$ cat config.mk
export PLATFORM = sky130hd
export DESIGN_NAME = first_match_ip_prefix_filter_top
export DESIGN_NICKNAME = d
export VERILOG_FILES = /design/src/design/fmipf_pkg.sv /design/src/design/fmipf_ram.sv /design/src/design/fmipf_front.sv /design/src/design/fmipf_queue.sv /design/src/design/fmipf_back.sv /design/src/design/first_match_ip_prefix_filter_top.sv
export SDC_FILE = /design/constraint.sdc
export NUM_CORES = 2
export LEC_CHECK = 0
export ABC_CLOCK_PERIOD_IN_PS = 13840
export CORE_MARGIN = 5
export CORE_UTILIZATION = 25
export CTS_CLUSTER_SIZE = 12
export DETAILED_ROUTE_END_ITERATION = 8
export DONT_BUFFER_PORTS = 1
export SLEW_MARGIN = 40
export SYNTH_ARGS = -nofsm -noshare
export SYNTH_HDL_FRONTEND = slang
export SYNTH_SLANG_ARGS = --single-unit
$ cat constraint.sdc
create_clock -name clk -period 13.84 [get_ports clk]
set_input_delay 0.692 -clock clk [delete_from_list [all_inputs] [get_ports clk]]
set_output_delay 0.692 -clock clk [all_outputs]
set_load 0.02 [all_outputs]
$ cat src/design/fmipf_pkg.sv
// Shared types, codes and helpers for the first-match IPv4 prefix filter.
// No dependencies; every other design file but fmipf_ram refers to this package by scope.
`default_nettype none

package fmipf_pkg;

    // Field widths fixed by the item format
    localparam int ADDR_W  = 32;
    localparam int LEN_W   = 6;
    localparam int IDX_W   = 6;

    // Default table size
    localparam int RULE_CAPACITY = 64;

    // Item kind codes
    localparam logic KIND_RULE  = 1'b0;
    localparam logic KIND_QUERY = 1'b1;

    // Item as it travels from front end to back end
    typedef struct packed {
        logic              kind;
        logic              allows;
        logic [ADDR_W-1:0] addr;
        logic [LEN_W-1:0]  len;
    } cmd_t;

    // One stored rule
    typedef struct packed {
        logic              allows;
        logic [LEN_W-1:0]  len;
        logic [ADDR_W-1:0] prefix;
    } rule_t;

    // Leading-ones mask for a prefix length of 0..32
    function automatic logic [ADDR_W-1:0] prefix_mask(input logic [LEN_W-1:0] len);
        logic [ADDR_W-1:0] mask;
        if (len == '0)
        begin
            mask = '0;
        end
        else
        begin
            mask = {ADDR_W{1'b1}} << (LEN_W'(ADDR_W) - len);
        end
        return mask;
    endfunction

endpackage

`default_nettype wire

$ cat src/design/fmipf_ram.sv
// Generic single-port RAM with registered read data.
// No dependencies.
`default_nettype none

module fmipf_ram #(
    parameter int WIDTH = 8,
    parameter int DEPTH = 16,
    parameter int AW    = (DEPTH > 1) ? $clog2(DEPTH) : 1
) (
    input  wire logic             clk,
    input  wire logic             we,
    input  wire logic [AW-1:0]    addr,
    input  wire logic [WIDTH-1:0] wdata,
    output logic      [WIDTH-1:0] rdata
);

    logic [WIDTH-1:0] mem [DEPTH];

    // Write when enabled; read data is registered and shows the old contents on a write
    always_ff @(posedge clk)
    begin
        if (we)
        begin
            mem[addr] <= wdata;
        end
        rdata <= mem[addr];
    end

endmodule

`default_nettype wire

$ cat src/design/fmipf_front.sv
// Front end: accepts items, clamps the prefix length and masks rule addresses.
// Depends on fmipf_pkg.
`default_nettype none

module fmipf_front (
    input  wire logic                           start,
    input  wire logic                           kind,
    input  wire logic                           rule_allows,
    input  wire logic [fmipf_pkg::ADDR_W-1:0]   address,
    input  wire logic [fmipf_pkg::LEN_W-1:0]    prefix_length,
    input  wire logic                           q_full,
    output logic                                busy,
    output logic                                push,
    output fmipf_pkg::cmd_t                     cmd
);

    logic [fmipf_pkg::LEN_W-1:0] len_sat;

    // Lengths above 32 become exact host matches
    always_comb
    begin
        if (prefix_length > fmipf_pkg::LEN_W'(fmipf_pkg::ADDR_W))
        begin
            len_sat = fmipf_pkg::LEN_W'(fmipf_pkg::ADDR_W);
        end
        else
        begin
            len_sat = prefix_length;
        end
    end

    // Classify and normalize the item
    always_comb
    begin
        cmd.kind   = kind;
        cmd.allows = rule_allows;
        cmd.len    = len_sat;
        if (kind == fmipf_pkg::KIND_RULE)
        begin
            cmd.addr = address & fmipf_pkg::prefix_mask(len_sat);
        end
        else
        begin
            cmd.addr = address;
        end
    end

    assign busy = q_full;
    assign push = start & ~q_full;

endmodule

`default_nettype wire

$ cat src/design/fmipf_queue.sv
// Two-entry item queue between front end and back end.
// Depends on fmipf_pkg.
`default_nettype none

module fmipf_queue (
    input  wire logic            clk,
    input  wire logic            rst_n,
    input  wire logic            push,
    input  wire fmipf_pkg::cmd_t push_cmd,
    input  wire logic            pop,
    output fmipf_pkg::cmd_t      head,
    output logic                 empty,
    output logic                 full
);

    fmipf_pkg::cmd_t entries_reg [2];
    logic       wr_ptr_reg;
    logic       wr_ptr_next;
    logic       rd_ptr_reg;
    logic       rd_ptr_next;
    logic [1:0] level_reg;
    logic [1:0] level_next;

    assign empty = (level_reg == 2'd0);
    assign full  = (level_reg == 2'd2);
    assign head  = entries_reg[rd_ptr_reg];

    // Pointer and fill level update
    always_comb
    begin
        wr_ptr_next = wr_ptr_reg ^ push;
        rd_ptr_next = rd_ptr_reg ^ pop;
        level_next  = level_reg + {1'b0, push} - {1'b0, pop};
    end

    always_ff @(posedge clk or negedge rst_n)
    begin
        if (!rst_n)
        begin
            wr_ptr_reg <= 1'b0;
            rd_ptr_reg <= 1'b0;
            level_reg  <= 2'd0;
        end
        else
        begin
            wr_ptr_reg <= wr_ptr_next;
            rd_ptr_reg <= rd_ptr_next;
            level_reg  <= level_next;
        end
    end

    // Payload storage
    always_ff @(posedge clk)
    begin
        if (push)
        begin
            entries_reg[wr_ptr_reg] <= push_cmd;
        end
    end

endmodule

`default_nettype wire

$ cat src/design/fmipf_back.sv
// Back end: appends rules to the table and scans it one rule per cycle for queries.
// Depends on fmipf_pkg and fmipf_ram.
`default_nettype none

module fmipf_back #(
    parameter int RULE_CAPACITY = fmipf_pkg::RULE_CAPACITY
) (
    input  wire logic                           clk,
    input  wire logic                           rst_n,
    input  wire fmipf_pkg::cmd_t                head,
    input  wire logic                           q_empty,
    output logic                                pop,
    output logic                                done,
    output logic                                allowed,
    output logic                                rule_matched,
    output logic [fmipf_pkg::IDX_W-1:0]         matching_rule
);

    localparam int IW    = (RULE_CAPACITY > 1) ? $clog2(RULE_CAPACITY) : 1;
    localparam int CNT_W = $clog2(RULE_CAPACITY + 1);
    localparam int RW    = $bits(fmipf_pkg::rule_t);

    typedef enum logic [1:0] {
        ST_IDLE = 2'b01,
        ST_SCAN = 2'b10
    } state_t;

    state_t                        state_reg;
    state_t                        state_next;
    logic [CNT_W-1:0]              count_reg;
    logic [CNT_W-1:0]              count_next;
    logic [CNT_W-1:0]              iss_reg;
    logic [CNT_W-1:0]              iss_next;
    logic [IW-1:0]                 cmp_reg;
    logic [IW-1:0]                 cmp_next;
    logic                          dv_reg;
    logic                          dv_next;
    logic [fmipf_pkg::ADDR_W-1:0]  qaddr_reg;
    logic [fmipf_pkg::ADDR_W-1:0]  qaddr_next;
    logic                          done_reg;
    logic                          done_next;
    logic                          allowed_reg;
    logic                          allowed_next;
    logic                          matched_reg;
    logic                          matched_next;
    logic [fmipf_pkg::IDX_W-1:0]   idx_reg;
    logic [fmipf_pkg::IDX_W-1:0]   idx_next;

    logic                          ram_we;
    logic [IW-1:0]                 ram_addr;
    fmipf_pkg::rule_t              ram_wdata;
    logic [RW-1:0]                 ram_rdata;
    fmipf_pkg::rule_t              rd_rule;
    logic                          hit;
    logic                          last;

    // Rule table
    fmipf_ram #(
        .WIDTH (RW),
        .DEPTH (RULE_CAPACITY)
    ) u_table (
        .clk   (clk),
        .we    (ram_we),
        .addr  (ram_addr),
        .wdata (ram_wdata),
        .rdata (ram_rdata)
    );

    assign rd_rule   = fmipf_pkg::rule_t'(ram_rdata);
    assign ram_wdata = '{allows: head.allows, len: head.len, prefix: head.addr};

    // Compare of the rule read last cycle
    assign hit  = ((qaddr_reg & fmipf_pkg::prefix_mask(rd_rule.len)) == rd_rule.prefix);
    assign last = ((CNT_W'(cmp_reg) + CNT_W'(1)) == count_reg);

    // Control
    always_comb
    begin
        state_next   = state_reg;
        count_next   = count_reg;
        iss_next     = iss_reg;
        cmp_next     = cmp_reg;
        dv_next      = 1'b0;
        qaddr_next   = qaddr_reg;
        done_next    = 1'b0;
        allowed_next = allowed_reg;
        matched_next = matched_reg;
        idx_next     = idx_reg;
        ram_we       = 1'b0;
        ram_addr     = count_reg[IW-1:0];
        pop          = 1'b0;
        case (state_reg)
            ST_IDLE:
            begin
                if (!q_empty)
                begin
                    pop = 1'b1;
                    if (head.kind == fmipf_pkg::KIND_RULE)
                    begin
                        // full table drops the rule
                        if (count_reg < CNT_W'(RULE_CAPACITY))
                        begin
                            ram_we     = 1'b1;
                            count_next = count_reg + CNT_W'(1);
                        end
                    end
                    else
                    begin
                        qaddr_next = head.addr;
                        if (count_reg == '0)
                        begin
                            done_next    = 1'b1;
                            allowed_next = 1'b1;
                            matched_next = 1'b0;
                            idx_next     = '0;
                        end
                        else
                        begin
                            state_next = ST_SCAN;
                            iss_next   = '0;
                        end
                    end
                end
            end
            ST_SCAN:
            begin
                ram_addr = iss_reg[IW-1:0];
                // issue the next read
                if (iss_reg < count_reg)
                begin
                    dv_next  = 1'b1;
                    cmp_next = iss_reg[IW-1:0];
                    iss_next = iss_reg + CNT_W'(1);
                end
                // resolve the previous read
                if (dv_reg)
                begin
                    if (hit)
                    begin
                        done_next    = 1'b1;
                        allowed_next = rd_rule.allows;
                        matched_next = 1'b1;
                        idx_next     = fmipf_pkg::IDX_W'(cmp_reg);
                        state_next   = ST_IDLE;
                        dv_next      = 1'b0;
                    end
                    else if (last)
                    begin
                        done_next    = 1'b1;
                        allowed_next = 1'b1;
                        matched_next = 1'b0;
                        idx_next     = '0;
                        state_next   = ST_IDLE;
                        dv_next      = 1'b0;
                    end
                end
            end
            default:
            begin
                state_next = ST_IDLE;
            end
        endcase
    end

    always_ff @(posedge clk or negedge rst_n)
    begin
        if (!rst_n)
        begin
            state_reg <= ST_IDLE;
            count_reg <= '0;
            dv_reg    <= 1'b0;
            done_reg  <= 1'b0;
        end
        else
        begin
            state_reg <= state_next;
            count_reg <= count_next;
            dv_reg    <= dv_next;
            done_reg  <= done_next;
        end
    end

    // Payload and scan position
    always_ff @(posedge clk)
    begin
        iss_reg     <= iss_next;
        cmp_reg     <= cmp_next;
        qaddr_reg   <= qaddr_next;
        allowed_reg <= allowed_next;
        matched_reg <= matched_next;
        idx_reg     <= idx_next;
    end

    assign done          = done_reg;
    assign allowed       = allowed_reg;
    assign rule_matched  = matched_reg;
    assign matching_rule = idx_reg;

`ifndef ASSERT_OFF
    // Table fill never passes capacity
    a_count_bound: assert property (@(posedge clk) disable iff (!rst_n)
        count_reg <= CNT_W'(RULE_CAPACITY))
        else $error("rule count above capacity");

    // A miss always permits and reports index zero
    a_miss_default: assert property (@(posedge clk) disable iff (!rst_n)
        done_reg && !matched_reg |-> allowed_reg && (idx_reg == '0))
        else $error("miss result not default");

    // A scan only runs over a non-empty table
    a_scan_nonempty: assert property (@(posedge clk) disable iff (!rst_n)
        state_reg == ST_SCAN |-> count_reg != '0)
        else $error("scan with empty table");

    // A compared rule index lies inside the filled table
    a_cmp_in_range: assert property (@(posedge clk) disable iff (!rst_n)
        dv_reg |-> CNT_W'(cmp_reg) < count_reg)
        else $error("compare index out of range");

    // No item is taken from the queue while a scan runs
    a_no_pop_scan: assert property (@(posedge clk) disable iff (!rst_n)
        state_reg == ST_SCAN |-> !pop)
        else $error("pop during scan");
`endif

endmodule

`default_nettype wire

$ cat src/design/first_match_ip_prefix_filter_top.sv
// Rule append: written to the table when the back end takes it from the queue; no result.
// Query: the back end reads the stored rules in order and compares each; done pulses
// on the first match, after the last rule on a miss, or straight from idle on an empty table.
// The back end takes no new item from the queue while a scan runs; busy rises when the
// two-entry queue is full. Results cannot be stalled. Reset (rst_n, async) empties the
// table. Uses fmipf_pkg and the fmipf_* modules.
`default_nettype none

module first_match_ip_prefix_filter_top #(
    parameter int RULE_CAPACITY = fmipf_pkg::RULE_CAPACITY
) (
    input  wire logic                           clk,
    input  wire logic                           rst_n,
    input  wire logic                           start,
    output logic                                busy,
    input  wire logic                           kind,
    input  wire logic                           rule_allows,
    input  wire logic [fmipf_pkg::ADDR_W-1:0]   address,
    input  wire logic [fmipf_pkg::LEN_W-1:0]    prefix_length,
    output logic                                done,
    output logic                                allowed,
    output logic                                rule_matched,
    output logic [fmipf_pkg::IDX_W-1:0]         matching_rule
);

    fmipf_pkg::cmd_t push_cmd;
    fmipf_pkg::cmd_t head;
    logic            push;
    logic            pop;
    logic            q_empty;
    logic            q_full;

    // Accept and normalize items
    fmipf_front u_front (
        .start         (start),
        .kind          (kind),
        .rule_allows   (rule_allows),
        .address       (address),
        .prefix_length (prefix_length),
        .q_full        (q_full),
        .busy          (busy),
        .push          (push),
        .cmd           (push_cmd)
    );

    // Decouple front and back
    fmipf_queue u_queue (
        .clk      (clk),
        .rst_n    (rst_n),
        .push     (push),
        .push_cmd (push_cmd),
        .pop      (pop),
        .head     (head),
        .empty    (q_empty),
        .full     (q_full)
    );

    // Table update and first-match scan
    fmipf_back #(
        .RULE_CAPACITY (RULE_CAPACITY)
    ) u_back (
        .clk           (clk),
        .rst_n         (rst_n),
        .head          (head),
        .q_empty       (q_empty),
        .pop           (pop),
        .done          (done),
        .allowed       (allowed),
        .rule_matched  (rule_matched),
        .matching_rule (matching_rule)
    );

endmodule

`default_nettype wire
==> results.yml <==
drt:
  post_drt_wl_per_cell_um: 29.5
  drt_iter0_drc: 9539
  drtAntennaViolNets: 0
  drc: 0
  wl_met3_mm: 39.2
  routed-via-count: 58900
  highest_layer: "met5"
  wl_met2_mm: 149
  dr.pass1.iters: 7
  finalWirelength_mm: 326
  viasPerCell: 5.34
  met1_length_mm: 121
logic_synthesis:
  synthCells: 5462
  syn_nets: 5529
  yosysTopAreaCell: "edfxtp_1"
  yosysWarnings: 0
  yosysUniqueCellTypes: 77
  yosysSeqAreaShare_pct: 81.0
  postSynthAreaPerCell_um2: 18.1
  ys.flop_type: "edfxtp_1"
  synth_commonest_cells: "2629 x edfxtp_1, 804 x a22oi_1, 280 x clkbuf_1"
  synth_edf_count: 2629
  synth_top_area_share_pct: 79.9
  post-synth-top-count-cell: "edfxtp_1"
  async_flop_share_pct: 0.559
  ys_seq_elements: 2683
  syn_area_um2: 98800
  ys_top_cells_by_area: "edfxtp_1 80%, a22oi_1 6.1%, a22o_1 1.7%"
cts:
  cts_sinks: 2683
  clk_path_buf_depth: 4
  clk_pin_slew_ns: 0.06
  htreeDepth: 5
  clock_latency_ns: 0.96
  cts_tree: "built"
  cts_buffers: 288
  root_buffer: "clkbuf_16"
die:
  core-area_um2: 395000
  fp.dieH_um: 639
  ioPinCount: 53
  dieArea_um2: 408000
  fp-row-count: 231
  start_util_pct: 25.0
  die_x_um: 639
worst_setup_path:
  worst_setup_path_end_kind: "flip-flop"
  path_cells: "inv_1 -> ha_2 -> inv_1 -> a21boi_4 -> buf_4 -> buf_4 -> nor2_4 -> buf_12 -> buf_4 -> a22oi_1 -> a41oi_1 -> o21ai_0 -> o211ai_1"
  ff2ff_setup_slack_ns: 8.37
  crit_arrival_ns: 6.23
  cpLargestDelayFamily: "buffers and inverters"
  reg2reg_depth: 13
  slowest_delay_ns: 0.77
  cp_max_fo: 109
  timing.critical_path.mode_cell: "buf_4"
  r2r_end: "u_back.u_table.rdata[3]"
  cp_data_required_time_ns: 14.60
  path_buf_inv: 6
  slowest_stage: "o21ai_0"
  start_kind: "flip-flop"
  reg2reg_from: "u_back.state_reg[0]"
  crit_type: "reg2reg"
finish:
  largest_reg_flops: 2496
  area_delta_synth_final_pct: 17.0
  nNetsFinal: 5696
  drive_above_1_share_pct: 12.8
placed_design:
  routabilityCongestion: 0.894
  place_ws_ns: 8.01
  hpwl_mm: 177
  io_buffers: 0
grt:
  gr-total-overflow: 0
  grt_pass1_vias: 56500
  grt_util_all_layers_pct: 15.2
  grt_max_degree: 111
  grt_pass1_wl_mm: 449
  antenna_found_initial: 20
power_and_ir_drop:
  ir_drop_uv: 186
  power_leakage_uw: 0.0343
  p_per_area_nw_per_um2: 221
timing:
  rsz0062_at_grt: "no"
  fin_crit_sh_pct: 39.5
  setup_tns_ns: 0
  fmax_mhz: 183
  hold_viol: 0
  period_needed_ns: 5.47
  slew_viol_final: 0
  relSlewSlack_pct: 32.3
  finalSetupViolations: 0
  worst_pin_slew_ns: 1.02
  fin_worst_skew_ns: 0.0506
  postLayoutSetupSlackWorst_ns: 8.37
outcome:
  status: "complete, no violations"
worst_hold_path:
  hold_depth: 2
  hold_class: "in2reg"
  whs_endpoint: "u_queue.entries_reg[0][15]"
  min-delay-start: "address[9]"
run:
  cap_violations: 0
[worst reg2reg max path: stages, from the launching register on]
cell,delay [ns]
dfstp_2,0.38
inv_1,0.09
ha_2,0.48
inv_1,0.41
a21boi_4,0.22
buf_4,0.61
buf_4,0.54
nor2_4,0.10
buf_12,0.25
buf_4,0.68
a22oi_1,0.31
a41oi_1,0.26
o21ai_0,0.78
o211ai_1,0.19
[stage by stage]
stage,hold WS [ns],utilization [%],std cells,total power [µW],cell area [µm²]
after detailed placement,0.397,27.1,10600,18500,107000
after global placement,0.397,27.0,10500,18400,106000
final,0.0222,29.3,11000,25600,116000
after floorplan,0.396,-,5462,14700,98800
after CTS,0.00119,29.2,11000,25400,115000
after global routing,-0.00165,29.3,11000,26200,116000
[area by class of cell]
| cell class | count | area (µm²) |
|---|---|---|
| multi-input combinational | 2374 | 18100 |
| clock buffer | 411 | 8000 |
| fill | 38600 | 279000 |
| timing repair buffer | 236 | 2350 |
| clock inverter | 38 | 270 |
| inverter | 46 | 173 |
| sequential | 2683 | 80100 |
| antenna | 6 | 15.0 |
| tap | 5242 | 6560 |
[report_power, final]
| group | switching, µW | internal, µW | total (µW) |
|---|---|---|---|
| clock | 2970 | 4040 | 7000 |
| combinational | 5900 | 2040 | 7940 |
| sequential | 322 | 10300 | 10700 |
[kinds of logic (layout without fill, tap and decap cells)]
family	count (synthesis)	in the layout	share of synthesized area, %
compound gates	1763	1763	13.6
flops	2683	2683	81.0
fa+ha+maj	24	24	0.304
xor+xnor	35	35	0.310
other cells	0	6	0
mux	47	47	0.529
buf+inv	405	731	1.56
simple gates	505	505	2.62
[worst max path at each step]
stage / start / endpoint / slack (ns) / depth (start not counted)
after floorplan: u_back.state_reg[0] / u_back.u_table.mem[13][0] / 8.60 / 11
after global placement: u_back.state_reg[0] / u_back.u_table.rdata[34] / 6.93 / 14
after detailed placement: u_back.state_reg[0] / u_back.u_table.rdata[27] / 8.01 / 15
after CTS: u_back.state_reg[0] / u_back.u_table.rdata[27] / 7.97 / 15
after global routing: u_back.state_reg[0] / u_back.u_table.rdata[27] / 8.20 / 15
final: u_back.state_reg[0] / u_back.u_table.rdata[3] / 8.37 / 13
[layout by cell type (no fill, tap or decap), drive strengths merged, types with 8 or more instances in the layout]
| cell | count |
|---|---|
| nand2b | 19 |
| a41oi | 71 |
| o31ai | 9 |
| mux2 | 42 |
| ha | 24 |
| clkinv | 31 |
| dfxtp | 39 |
| a21o | 9 |
| nand4 | 57 |
| and2 | 13 |
| a22oi | 804 |
| or2 | 8 |
| edfxtp | 2629 |
| o21ai | 66 |
| inv | 50 |
| nor3 | 17 |
| nor2 | 121 |
| a221oi | 156 |
| dfrtp | 14 |
| o221ai | 8 |
| o211ai | 15 |
| o2111ai | 10 |
| a221o | 10 |
| a222oi | 78 |
| a22o | 195 |
| a211oi | 9 |
| nand3 | 46 |
| a31oi | 169 |
| or4 | 11 |
| o21a | 10 |
| dlygate4sd3 | 12 |
| buf | 224 |
| clkbuf | 411 |
| xnor2 | 30 |
| nor2b | 17 |
| nand2 | 112 |
| nor4 | 43 |
| a21oi | 91 |
[per-layer routing]
layer	up-vias	global-route usage, %
met5	-	0
met4	6	7.06
met3	679	3.49
met2	4341	23.9
met1	30400	20.0
li1	23500	-
[what timing repair did]
action | in CTS | in global routing
buffers inserted | 0 | 0
endpoints found under the hold margin | 41 | 14
hold buffers | 12 | 1
resized for setup | 0 | 0
Power figures use the tool's default switching activity.
